===== config.mk =====
export PLATFORM = sky130hd
export DESIGN_NAME = drive_mode_safety_fsm
export DESIGN_NICKNAME = d
export VERILOG_FILES = /design/src/rtl/dmsf_pkg.sv /design/src/rtl/dmsf_cfg.sv /design/src/rtl/dmsf_core.sv /design/src/rtl/drive_mode_safety_fsm.sv
export SDC_FILE = /design/constraint.sdc
export NUM_CORES = 1
export LEC_CHECK = 0
export BUFFER_PORTS_ARGS = -buffer_cell sky130_fd_sc_hd__buf_2
export CAP_MARGIN = 25
export CELL_PAD_IN_SITES_DETAIL_PLACEMENT = 1
export CELL_PAD_IN_SITES_GLOBAL_PLACEMENT = 2
export CORE_ASPECT_RATIO = 1.1
export CORE_MARGIN = 2
export CORE_UTILIZATION = 40
export DETAILED_ROUTE_END_ITERATION = 12
export PLACE_DENSITY = 0.86
export SYNTH_ARGS = -nofsm -noshare
export SYNTH_HDL_FRONTEND = slang
export SYNTH_HIERARCHICAL = 1
export SYNTH_SLANG_ARGS = --single-unit

===== constraint.sdc =====
create_clock -name clk -period 5.6 [get_ports clk]
set_input_delay 1.12 -clock clk [delete_from_list [all_inputs] [get_ports clk]]
set_output_delay 1.12 -clock clk [all_outputs]
set_load 0.03 [all_outputs]

===== src/rtl/dmsf_pkg.sv =====
// Package for the drive mode safety state machine.
// Holds the item structs, state, event and response codes, the configuration
// struct and the state transition function. No dependencies.
`timescale 1ns / 1ps

package dmsf_pkg;

    // throttle path width and reverse scale format
    localparam int THROTTLE_W = 12;
    localparam int SCALE_W    = 9;
    localparam int SCALE_FRAC = 8;
    localparam int PROD_W     = THROTTLE_W + SCALE_W;
    localparam logic [THROTTLE_W-1:0] THR_MAX = {THROTTLE_W{1'b1}};

    // configuration port
    localparam int CFG_IDX_W  = 3;
    localparam int CFG_DATA_W = SCALE_W;

    // length of the ready-to-drive beep that the beep request asks for
    localparam int BEEP_MS = 1000;

    typedef enum logic [2:0] {
        MODE_INIT    = 3'd0,
        MODE_IDLE    = 3'd1,
        MODE_NEUTRAL = 3'd2,
        MODE_FWD     = 3'd3,
        MODE_REV     = 3'd4,
        MODE_LATCHED = 3'd5
    } drive_state_t;

    typedef enum logic [2:0] {
        EV_OK       = 3'd0,
        EV_READY    = 3'd1,
        EV_NOTREADY = 3'd2,
        EV_RTD      = 3'd3,
        EV_RTDREV   = 3'd4,
        EV_STOP     = 3'd5,
        EV_FAULT    = 3'd6
    } drive_ev_t;

    typedef enum logic [1:0] {
        RSP_CUT     = 2'd0,
        RSP_NEUTRAL = 2'd1,
        RSP_SDC     = 2'd2,
        RSP_LATCH   = 2'd3
    } fault_rsp_t;

    typedef enum logic [CFG_IDX_W-1:0] {
        REG_APPS_RSP    = 3'd0,
        REG_PLAUS_RSP   = 3'd1,
        REG_RANGE_RSP   = 3'd2,
        REG_TIMEOUT_RSP = 3'd3,
        REG_TS_LOST_RSP = 3'd4,
        REG_REV_ENABLE  = 3'd5,
        REG_REV_SCALE   = 3'd6
    } cfg_reg_t;

    typedef struct packed {
        fault_rsp_t           apps_disagree_response;
        fault_rsp_t           pedal_plaus_response;
        fault_rsp_t           sensor_range_response;
        fault_rsp_t           can_timeout_response;
        fault_rsp_t           ts_lost_response;
        logic                 reverse_enable;
        logic [SCALE_W-1:0]   reverse_scale;
    } cfg_t;

    typedef struct packed {
        logic                  brake_pedal;
        logic                  forward_switch;
        logic                  reverse_switch;
        logic                  ready_button;
        logic                  tractive_active;
        logic                  fault_apps;
        logic                  fault_plausibility;
        logic                  fault_range;
        logic                  fault_timeout;
        logic [THROTTLE_W-1:0] throttle_in;
    } in_item_t;

    typedef struct packed {
        logic [2:0]            drive_state_out;
        logic                  throttle_enable;
        logic [THROTTLE_W-1:0] throttle_out;
        logic                  inverter_relay;
        logic                  stop_lamp;
        logic                  shutdown_open;
        logic                  beep_request;
        logic                  motor_reverse;
    } out_item_t;

    // state transition for one tick, given the event raised in that tick
    function automatic drive_state_t next_state(drive_state_t cur, drive_ev_t ev);
        drive_state_t nxt;
        nxt = MODE_LATCHED;
        if (ev != EV_FAULT) begin
            case (cur)
                MODE_INIT:  nxt = MODE_IDLE;
                MODE_IDLE:  nxt = (ev == EV_READY) ? MODE_NEUTRAL : MODE_IDLE;
                MODE_NEUTRAL:
                begin
                    case (ev)
                        EV_NOTREADY, EV_STOP: nxt = MODE_IDLE;
                        EV_RTD:               nxt = MODE_FWD;
                        EV_RTDREV:            nxt = MODE_REV;
                        default:              nxt = MODE_NEUTRAL;
                    endcase
                end
                MODE_FWD:
                begin
                    case (ev)
                        EV_NOTREADY: nxt = MODE_IDLE;
                        EV_STOP:     nxt = MODE_NEUTRAL;
                        default:     nxt = MODE_FWD;
                    endcase
                end
                MODE_REV:
                begin
                    case (ev)
                        EV_NOTREADY: nxt = MODE_IDLE;
                        EV_STOP:     nxt = MODE_NEUTRAL;
                        default:     nxt = MODE_REV;
                    endcase
                end
                default:    nxt = MODE_LATCHED;
            endcase
        end
        return nxt;
    endfunction

endpackage


===== src/rtl/dmsf_cfg.sv =====
// Configuration register file for the drive mode safety state machine.
// Plain indexed write port, no read-back. Depends on dmsf_pkg.
`timescale 1ns / 1ps

module dmsf_cfg (
    input  logic                           clk,
    input  logic                           rst_n,
    input  logic                           cfg_we,
    input  logic [dmsf_pkg::CFG_IDX_W-1:0]  cfg_index,
    input  logic [dmsf_pkg::CFG_DATA_W-1:0] cfg_data,
    output dmsf_pkg::cfg_t                 cfg
);
    import dmsf_pkg::*;

    cfg_t cfg_reg;
    cfg_t cfg_next;

    // decode one register write; indexes past the list are dropped
    always_comb
    begin
        cfg_next = cfg_reg;
        if (cfg_we)
        begin
            case (cfg_index)
                REG_APPS_RSP:    cfg_next.apps_disagree_response = fault_rsp_t'(cfg_data[1:0]);
                REG_PLAUS_RSP:   cfg_next.pedal_plaus_response   = fault_rsp_t'(cfg_data[1:0]);
                REG_RANGE_RSP:   cfg_next.sensor_range_response  = fault_rsp_t'(cfg_data[1:0]);
                REG_TIMEOUT_RSP: cfg_next.can_timeout_response   = fault_rsp_t'(cfg_data[1:0]);
                REG_TS_LOST_RSP: cfg_next.ts_lost_response       = fault_rsp_t'(cfg_data[1:0]);
                REG_REV_ENABLE:  cfg_next.reverse_enable         = cfg_data[0];
                REG_REV_SCALE:   cfg_next.reverse_scale          = cfg_data[SCALE_W-1:0];
                default:         cfg_next = cfg_reg;
            endcase
        end
    end

    // register bank with documented reset values
    always_ff @(posedge clk or negedge rst_n)
    begin
        if (!rst_n)
        begin
            cfg_reg.apps_disagree_response <= RSP_CUT;
            cfg_reg.pedal_plaus_response   <= RSP_NEUTRAL;
            cfg_reg.sensor_range_response  <= RSP_NEUTRAL;
            cfg_reg.can_timeout_response   <= RSP_NEUTRAL;
            cfg_reg.ts_lost_response       <= RSP_NEUTRAL;
            cfg_reg.reverse_enable         <= 1'b0;
            cfg_reg.reverse_scale          <= SCALE_W'(128);
        end
        else
        begin
            cfg_reg <= cfg_next;
        end
    end

    assign cfg = cfg_reg;

endmodule


===== src/rtl/dmsf_core.sv =====
// Combinational tick logic of the drive mode safety state machine: event
// decode, fault response, reverse throttle scaling and next state.
// Depends on dmsf_pkg.
`timescale 1ns / 1ps

module dmsf_core (
    input  dmsf_pkg::drive_state_t cur_state,
    input  dmsf_pkg::in_item_t     item,
    input  dmsf_pkg::cfg_t         cfg,
    output dmsf_pkg::drive_state_t nxt_state,
    output dmsf_pkg::out_item_t    result
);
    import dmsf_pkg::*;

    logic [PROD_W-1:0]     rev_prod;
    logic [THROTTLE_W:0]   rev_shift;
    logic [THROTTLE_W-1:0] rev_thr;
    fault_rsp_t            rsp;
    logic                  fault_hit;

    // reverse throttle in units of 1/256, truncated then saturated
    assign rev_prod  = PROD_W'(item.throttle_in) * PROD_W'(cfg.reverse_scale);
    assign rev_shift = rev_prod[SCALE_FRAC +: THROTTLE_W+1];
    assign rev_thr   = rev_shift[THROTTLE_W] ? THR_MAX : rev_shift[THROTTLE_W-1:0];

    // first active fault picks the response; tractive loss wins
    always_comb
    begin
        fault_hit = 1'b1;
        rsp       = RSP_CUT;
        if (!item.tractive_active)
            rsp = cfg.ts_lost_response;
        else if (item.fault_apps)
            rsp = cfg.apps_disagree_response;
        else if (item.fault_plausibility)
            rsp = cfg.pedal_plaus_response;
        else if (item.fault_range)
            rsp = cfg.sensor_range_response;
        else if (item.fault_timeout)
            rsp = cfg.can_timeout_response;
        else
            fault_hit = 1'b0;
    end

    // per-state outputs and event
    always_comb
    begin
        drive_ev_t ev;
        logic      drv_fault;
        ev        = EV_OK;
        drv_fault = 1'b0;
        result                 = '0;
        result.shutdown_open   = 1'b1;

        case (cur_state)
            MODE_INIT:
            begin
                ev = EV_OK;
            end
            MODE_IDLE:
            begin
                result.stop_lamp     = item.brake_pedal;
                result.shutdown_open = 1'b0;
                if (item.forward_switch && item.tractive_active)
                    ev = EV_READY;
            end
            MODE_NEUTRAL:
            begin
                result.inverter_relay = 1'b1;
                result.stop_lamp      = item.brake_pedal;
                result.shutdown_open  = 1'b0;
                if (cfg.reverse_enable)
                begin
                    if (!(item.forward_switch || item.reverse_switch))
                        ev = EV_NOTREADY;
                    else if (item.reverse_switch && item.ready_button && item.brake_pedal)
                    begin
                        result.beep_request  = 1'b1;
                        result.motor_reverse = 1'b1;
                        ev = EV_RTDREV;
                    end
                    else if (item.forward_switch && item.ready_button && item.brake_pedal)
                    begin
                        result.beep_request = 1'b1;
                        ev = EV_RTD;
                    end
                end
                else if (!item.forward_switch)
                    ev = EV_NOTREADY;
                else if (item.ready_button && item.brake_pedal)
                begin
                    result.beep_request = 1'b1;
                    ev = EV_RTD;
                end
            end
            MODE_FWD, MODE_REV:
            begin
                result.inverter_relay = 1'b1;
                result.stop_lamp      = item.brake_pedal;
                result.shutdown_open  = 1'b0;
                result.motor_reverse  = (cur_state == MODE_REV);
                if ((cur_state == MODE_FWD) ? !item.forward_switch : !item.reverse_switch)
                    ev = EV_STOP;
                else if (fault_hit)
                    drv_fault = 1'b1;
                else
                begin
                    result.throttle_enable = 1'b1;
                    result.throttle_out    = (cur_state == MODE_FWD) ? item.throttle_in
                                                                     : rev_thr;
                end
            end
            default:
            begin
                // latched fault: only the brake light follows its input
                result.stop_lamp = item.brake_pedal;
                ev = EV_FAULT;
            end
        endcase

        // apply the configured fault response while driving
        if (drv_fault)
        begin
            case (rsp)
                RSP_CUT:     ev = EV_OK;
                RSP_NEUTRAL: ev = EV_STOP;
                RSP_SDC:
                begin
                    result.shutdown_open = 1'b1;
                    ev = EV_STOP;
                end
                default:
                begin
                    result.shutdown_open = 1'b1;
                    ev = EV_FAULT;
                end
            endcase
        end

        nxt_state              = next_state(cur_state, ev);
        result.drive_state_out = nxt_state;
    end

endmodule


===== src/rtl/drive_mode_safety_fsm.sv =====
// Top level of the drive mode safety state machine: input register, drive
// state register, tick logic and result register.
// Depends on dmsf_pkg, dmsf_cfg and dmsf_core.
//
//  channel | signals                          | beat
//  --------+----------------------------------+-------------------------------
//  in      | in_valid, in_ready, in_data      | one control tick of inputs
//  out     | out_valid, out_ready, out_data   | new state and drive outputs
//  cfg     | cfg_we, cfg_index, cfg_data      | one register write, no wait
//
// One tick per clock cycle sustained while results are taken; an accepted input
// beat passes through the input register, then the result register, to its result beat.
// The drive state register updates when a tick moves into the result register.
// Reset puts the state in entry and loads the register defaults.
// A stalled result holds the result register, and the input register fills
// behind it before in_ready drops.
`timescale 1ns / 1ps

module drive_mode_safety_fsm (
    input  logic                            clk,
    input  logic                            rst_n,
    input  logic                            in_valid,
    output logic                            in_ready,
    input  dmsf_pkg::in_item_t              in_data,
    output logic                            out_valid,
    input  logic                            out_ready,
    output dmsf_pkg::out_item_t             out_data,
    input  logic                            cfg_we,
    input  logic [dmsf_pkg::CFG_IDX_W-1:0]  cfg_index,
    input  logic [dmsf_pkg::CFG_DATA_W-1:0] cfg_data
);
    import dmsf_pkg::*;

    cfg_t         cfg;
    in_item_t     in_reg;
    logic         in_vld_reg;
    out_item_t    out_reg;
    logic         out_vld_reg;
    drive_state_t state_reg;
    drive_state_t state_next;
    out_item_t    result;
    logic         advance;

    dmsf_cfg u_cfg (
        .clk       (clk),
        .rst_n     (rst_n),
        .cfg_we    (cfg_we),
        .cfg_index (cfg_index),
        .cfg_data  (cfg_data),
        .cfg       (cfg)
    );

    dmsf_core u_core (
        .cur_state (state_reg),
        .item      (in_reg),
        .cfg       (cfg),
        .nxt_state (state_next),
        .result    (result)
    );

    // move a tick forward when the result slot is free or being drained
    assign advance  = in_vld_reg && (!out_vld_reg || out_ready);
    assign in_ready = !in_vld_reg || advance;

    // input and result valid flags and drive state
    always_ff @(posedge clk or negedge rst_n)
    begin
        if (!rst_n)
        begin
            in_vld_reg  <= 1'b0;
            out_vld_reg <= 1'b0;
            state_reg   <= MODE_INIT;
        end
        else
        begin
            if (in_ready)
                in_vld_reg <= in_valid;
            if (advance)
            begin
                out_vld_reg <= 1'b1;
                state_reg   <= state_next;
            end
            else if (out_ready)
                out_vld_reg <= 1'b0;
        end
    end

    // payload registers
    always_ff @(posedge clk)
    begin
        if (in_ready && in_valid)
            in_reg <= in_data;
        if (advance)
            out_reg <= result;
    end

    assign out_valid = out_vld_reg;
    assign out_data  = out_reg;

endmodule


# --- Word-level counts from Yosys, hierarchy flattened ---
# Cells that the tools add are included.
classes:
  n_mux: 49
  multipliers: 1
  bitwise_logic: 1
  n_reduce_logical: 34
  n_eq_ne: 18
ops:
  columns: ["operator", "n"]
  rows:
  - ["$mux W12", 2]
  - ["$mux W1", 23]
  - ["$mul A12 B9 Y21", 1]
  - ["$mux W2", 10]
  - ["$eq A3 B2 Y1 const B", 6]
  - ["$eq A3 B3 Y1 const B", 6]
  - ["$mux W3", 6]
  - ["$pmux W3 S5", 1]
  - ["$reduce_and A2 Y1", 7]
  - ["$mux W13", 1]
  - ["$pmux W3 S2", 2]
  - ["$pmux W3 S4", 1]
  - ["$reduce_or A2 Y1", 5]
  - ["$eq A3 B1 Y1 const B", 3]
  - ["$pmux W3 S3", 1]
  - ["$logic_and A1 B1 Y1", 8]
  - ["$logic_not A3 Y1", 2]
  - ["$reduce_or A3 Y1", 2]
  - ["$logic_not A1 Y1", 4]
  - ["$pmux W2 S2", 1]
  - ["$reduce_or A4 Y1", 1]
  - ["$logic_or A1 B1 Y1", 3]
  - ["$ne A3 B3 Y1 const B", 1]
  - ["$eq A2 B1 Y1 const B", 1]
  - ["other kinds (5)", 5]
word_totals:
  register_bits: 67
  output_inout_bits: 23

# --- Longest topological paths before layout ---
depth:
  word_depth: 14
  depth_mapped: 19
  depth_no_buf: 17

# --- By module ---
# The synthesis kept the hierarchy.
modules_own_cells:
  columns: ["module", "area_per_inst_um2", "n_inst", "seq_area_each_um2", "cells_per_inst"]
  rows:
  - ["dmsf_core", 4051.4, 1, 0.0, 495]
  - ["drive_mode_safety_fsm", 1487.7, 1, 1386.3, 57]
  - ["dmsf_cfg", 867.1, 1, 506.7, 47]

# --- Worst setup path after synthesis ---
# OpenSTA, ideal clock, no wires.
synth_timing:
  kind: "register to register"
  start: "reg u_cfg.cfg_reg (netlist bit u_cfg/cfg[0])"
  end: "reg out_reg (netlist bit out_data[15]) (data pin)"
  path_slack_ns: 0.706
  path_buffers: 2
  setup_ns: 0.258
  period_less_slack_ns: 4.894
  path_stages_with_launch: 18
  arrival_ns: 4.636
  required_ns: 5.342
  path_cell_list: "dfrtp_1 -> clkbuf_1 -> nand2_1 -> fa_1 -> inv_1 -> fa_1 -> fa_1 -> inv_1 -> fa_1 -> inv_1 -> ha_1 -> a21oi_1 -> o21bai_1 -> a21o_1 -> o211a_1 -> o31a_2 -> buf_6 -> o221a_2"
synth_via:
  elab_chain_cells: 3
synth_lines:
  columns: ["element", "line", "text"]
  rows:
  - ["start, declared", "dmsf_cfg.sv:15", "cfg_t cfg_reg;"]
  - ["start signal, assigned", "dmsf_cfg.sv:52", "cfg_reg <= cfg_next;"]
  - ["$mul A12 B9 Y21", "dmsf_core.sv:22", "assign rev_prod = PROD_W'(item.throttle_in) * PROD_W'(cfg.reverse_scale);"]
  - ["$mux W12", "dmsf_core.sv:24", "assign rev_thr = rev_shift[THROTTLE_W] ? THR_MAX : rev_shift[THROTTLE_W-1:0];"]
  - ["$mux W12", "dmsf_core.sv:109", "result.throttle_out = (cur_state == MODE_FWD) ? item.throttle_in"]
  - ["end signal, assigned", "drive_mode_safety_fsm.sv:94", "out_reg <= result;"]
  - ["end, declared", "drive_mode_safety_fsm.sv:37", "out_item_t out_reg;"]
# No other way between the ends.
# A chain may end at the register's enable or synchronous reset.

# --- Worst setup path in the final report ---
layout_timing:
  start: "reg u_cfg.cfg_reg (netlist bit u_cfg/cfg[1])"
  end: "reg out_reg (netlist bit out_data[14]) (data pin)"
# Same word-level chain as after synthesis.

==> results.md <==
## Placement
* 60 — number of input and output port buffers inserted
* 12.7 mm — half-perimeter wire length of the detailed placement result
* 6810 um^2 — Area after DPL
* 0.858 — weighted congestion reported at the end of routability-driven placement

## Die
* 137 um — height of the die
* 15700 um^2 — Core Footprint
* 125 um — Die Span X
* 17000 um^2 — overall die area
* 48 — Std-Cell Rows
* 61 — count of boundary I/O pins
* 40.9% — starting density of the core

## STA
* 5140 ps — final critical-path required period
* 0.194 GHz — highest clock rate
* 41.5% — Relative slew margins
* 0 — final setup violation count
* 91.9% — fin crit share
* no — RSZ-0062 raised after global routing
* 0 — final hold viol count
* 501 ps — Fin Hold WS
* 0 — max-slew violation count
* 877 ps — transition time of the tightest slew-check pin
* 7.54 ps — clock skew after layout
* 0 ps — final setup TNS

## Cells and area
* 1890 um^2 — sequential standard cell area
* 7100 um^2 — Final Instance Area
* 45.3% — utilization after layout
* 19.7% — share of final-layout standard cells stronger than drive strength 1
* 793 — number of nets in the layout
* 10.8% — area growth from synthesis to layout
* 1747 — fill cell count
* 3980 um^2 — area taken by multi-input logic gates
* 0 — Antenna Cells

## Routing
* 0 — drt drc
* 15.8 mm — total wire length
* 4453 — vias
* 0 — final antenna-violating net count
* 6.81 mm — sum of routed wire segments on met1
* 543 um — met3 wire length
* met4 — top sig layer
* 5.24 — mean number of vias per cell
* 18.7 um — drt wl/cell
* 208 — number of DRC markers in iteration 0
* 4 — first-pass iteration count of the detailed router
* 8.09 mm — routed wl met2

## Clock network
* 67 — count of clock tree sinks
* 2 — maximum clock path buffer count
* clkbuf_16 — Clock Root Buffer
* 60 ps — clock transition at the register clock pins on the worst setup and hold paths after CTS
* 0 — post-CTS setup buffer count
* 9 — number of clock buffers inserted by TritonCTS
* 3 — deepest level of the CTS H-tree
* built — clock tree from TritonCTS
* 0 — hold buffer count at CTS
* 340 ps — Clock Latency Late Sink
* 0 — number of resized instances in the post-cts repair step

## Worst setup path
* flip-flop — critical path launch point type
* 5230 ps — Worst EP arrival
* u_cfg/cfg[1]$_DFFE_PN0P_ — critical register-to-register path startpoint
* flip-flop to flip-flop — kind of critical path
* out_data[14]$_DFFE_PP_ — reg-to-reg endpoint
* u_cfg/cfg[1]$_DFFE_PN0P_ — crit path from
* 460 ps — worst setup slack for register-to-register paths
* nand2_1 -> fa_1 -> inv_1 -> fa_1 -> fa_1 -> inv_1 -> fa_1 -> inv_1 -> ha_1 -> a21oi_1 -> o21bai_1 -> a21o_1 -> o211a_1 -> o31a_2 -> o221a_2 — crit-path cells
* dfrtp_1 — cell with the largest stage delay on the worst path
* 5690 ps — Req. time, crit path
* 12 — Critical Path Fanout Max
* flip-flop — Critical Path Sink Type
* 620 ps — delay of the slowest critical-path stage
* fa_1 — most prevalent standard cell on the critical path
* 15 — Worst Reg-to-Reg Cells

## Job
* 0 — maxcap violations

## Synth
* fa_1 — largest area contributor in the synthesized netlist
* inv_1 — most instantiated library cell after synthesis
* 42 — Post-synth EDFFs
* 74 — number of different library cells in the post-synthesis netlist
* 6410 um^2 — summed instance area of the synthesized netlist
* 29.6% — part of the Yosys area used for sequential elements
* 6 — warning count from the yosys run
* edfxtp_1 — primary flip-flop cell chosen by synthesis mapping
* 748 — net count after synthesis
* 37.3% — asr flop ratio synth
* 21.9% — area share of the largest cell type after synthesis
* fa_1, edfxtp_1, ha_1 — leading cell types by total area after synthesis
* 599 — number of instances in the synthesized netlist
* 10.7 um^2 — syn_area_per_cell
* inv_1, fa_1, nand2_1 — most instantiated cells after synthesis
* 67 — #FFs+latches synth

## Power
* 0.000320 V — largest voltage drop on the vdd net
* 0.00454 W — overall power of the completed layout
* 3.43 nW — P_leak
* 639 nW/um^2 — Cell Pwr Density

## GRT
* 19.6% — All-Layer GR Usage
* 0 — global route overflow
* 0 — initial antenna violation count
* 26.2 mm — global-route wire length before repair
* 5112 — via count of the first global-routing pass
* 26 — largest net degree at the start of global routing

## Run status
* finished, final reports clean — result of the run

## Hold path
* u_cfg/cfg[17]$_DFFE_PN0P_ — hold worst-path end
* u_cfg/cfg[17]$_DFFE_PN0P_ — min-delay src
* flip-flop to flip-flop — worst min-delay path category
* 1 — WHS Path Cells

power by group:
group / switching [W] / leakage [nW] / internal (W)
combinational: 0.00194 / 2.60 / 0.00133
sequential: 0.000129 / 0.701 / 0.000621
clock: 0.000217 / 0.123 / 0.000300
total: 0.00228 / 3.43 / 0.00225
cells by family (layout without fill, tap and decap cells):
group | count (synthesis) | after routing | share of synthesized area, %
muxes | 23 | 23 | 4.86
xor gates and xnor gates | 12 | 12 | 1.64
AOI/OAI and AO/OA | 84 | 84 | 10.3
and+or+nand+nor | 176 | 176 | 15.5
buffers and inverters | 126 | 176 | 8.34
DFF | 67 | 67 | 29.6
adders and majority gates | 111 | 111 | 29.9
worst max-delay path by stage:
stage / cells after the start / end
6_report: 15 / out_data[14]$_DFFE_PP_
5_1_grt: 16 / out_data[16]$_DFFE_PP_
4_1_cts: 15 / out_data[11]$_DFFE_PP_
3_5_place_dp: 15 / out_data[11]$_DFFE_PP_
3_3_place_gp: 15 / out_data[12]$_DFFE_PP_
2_1_floorplan: 17 / out_data[15]$_DFFE_PP_
through the flow:
| stage | std cells | worst slack (ps) |
|---|---|---|
| finish | 849 | 456 |
| global route | 849 | 166 |
| CTS | 848 | 442 |
| detailed placement | 832 | 481 |
| global placement | 832 | 607 |
| floorplan | 599 | 706 |
area by class of cell:
class                           instances  share of cell area (%)
Inverter                               96                    5.08
Tap cell                              200                    3.53
Timing Repair Buffer                   64                    4.94
Sequential cell                        67                    26.7
Multi-Input combinational cell        406                    56.1
Clock buffer                           12                    3.33
Clock inverter                          4                   0.405
worst max-delay path, delay by kind of cell (launching register included):
family                     cells  cell delay [ps]
AOI/OAI and AO/OA              6             1500
and+or+nand+nor                1              140
adders and majority gates      5             2450
buffers and inverters          3              180
DFF                            1              620
layer usage:
metal | up-vias | global-route usage (%)
met5 | - | 0
met4 | 0 | 6.62
met3 | 29 | 3.91
met2 | 89 | 35.9
met1 | 2268 | 23.1
li1 | 2067 | -
cell usage in the layout (no fill, tap or decap), types with 7 or more instances in the layout:
cell type	netlist	routed
and2_1	54	54
xnor2_1	7	7
nor2_1	16	16
a21o_1	7	7
a21oi_1	16	16
nand2_1	65	65
fa_1	70	70
edfxtp_1	42	42
buf_2	2	60
ha_1	41	41
inv_1	96	96
mux2_4	14	14
dfrtp_1	20	20
clkbuf_16	0	9
o221a_2	10	10
o21ai_0	10	10
Power figures use the tool's default switching activity.
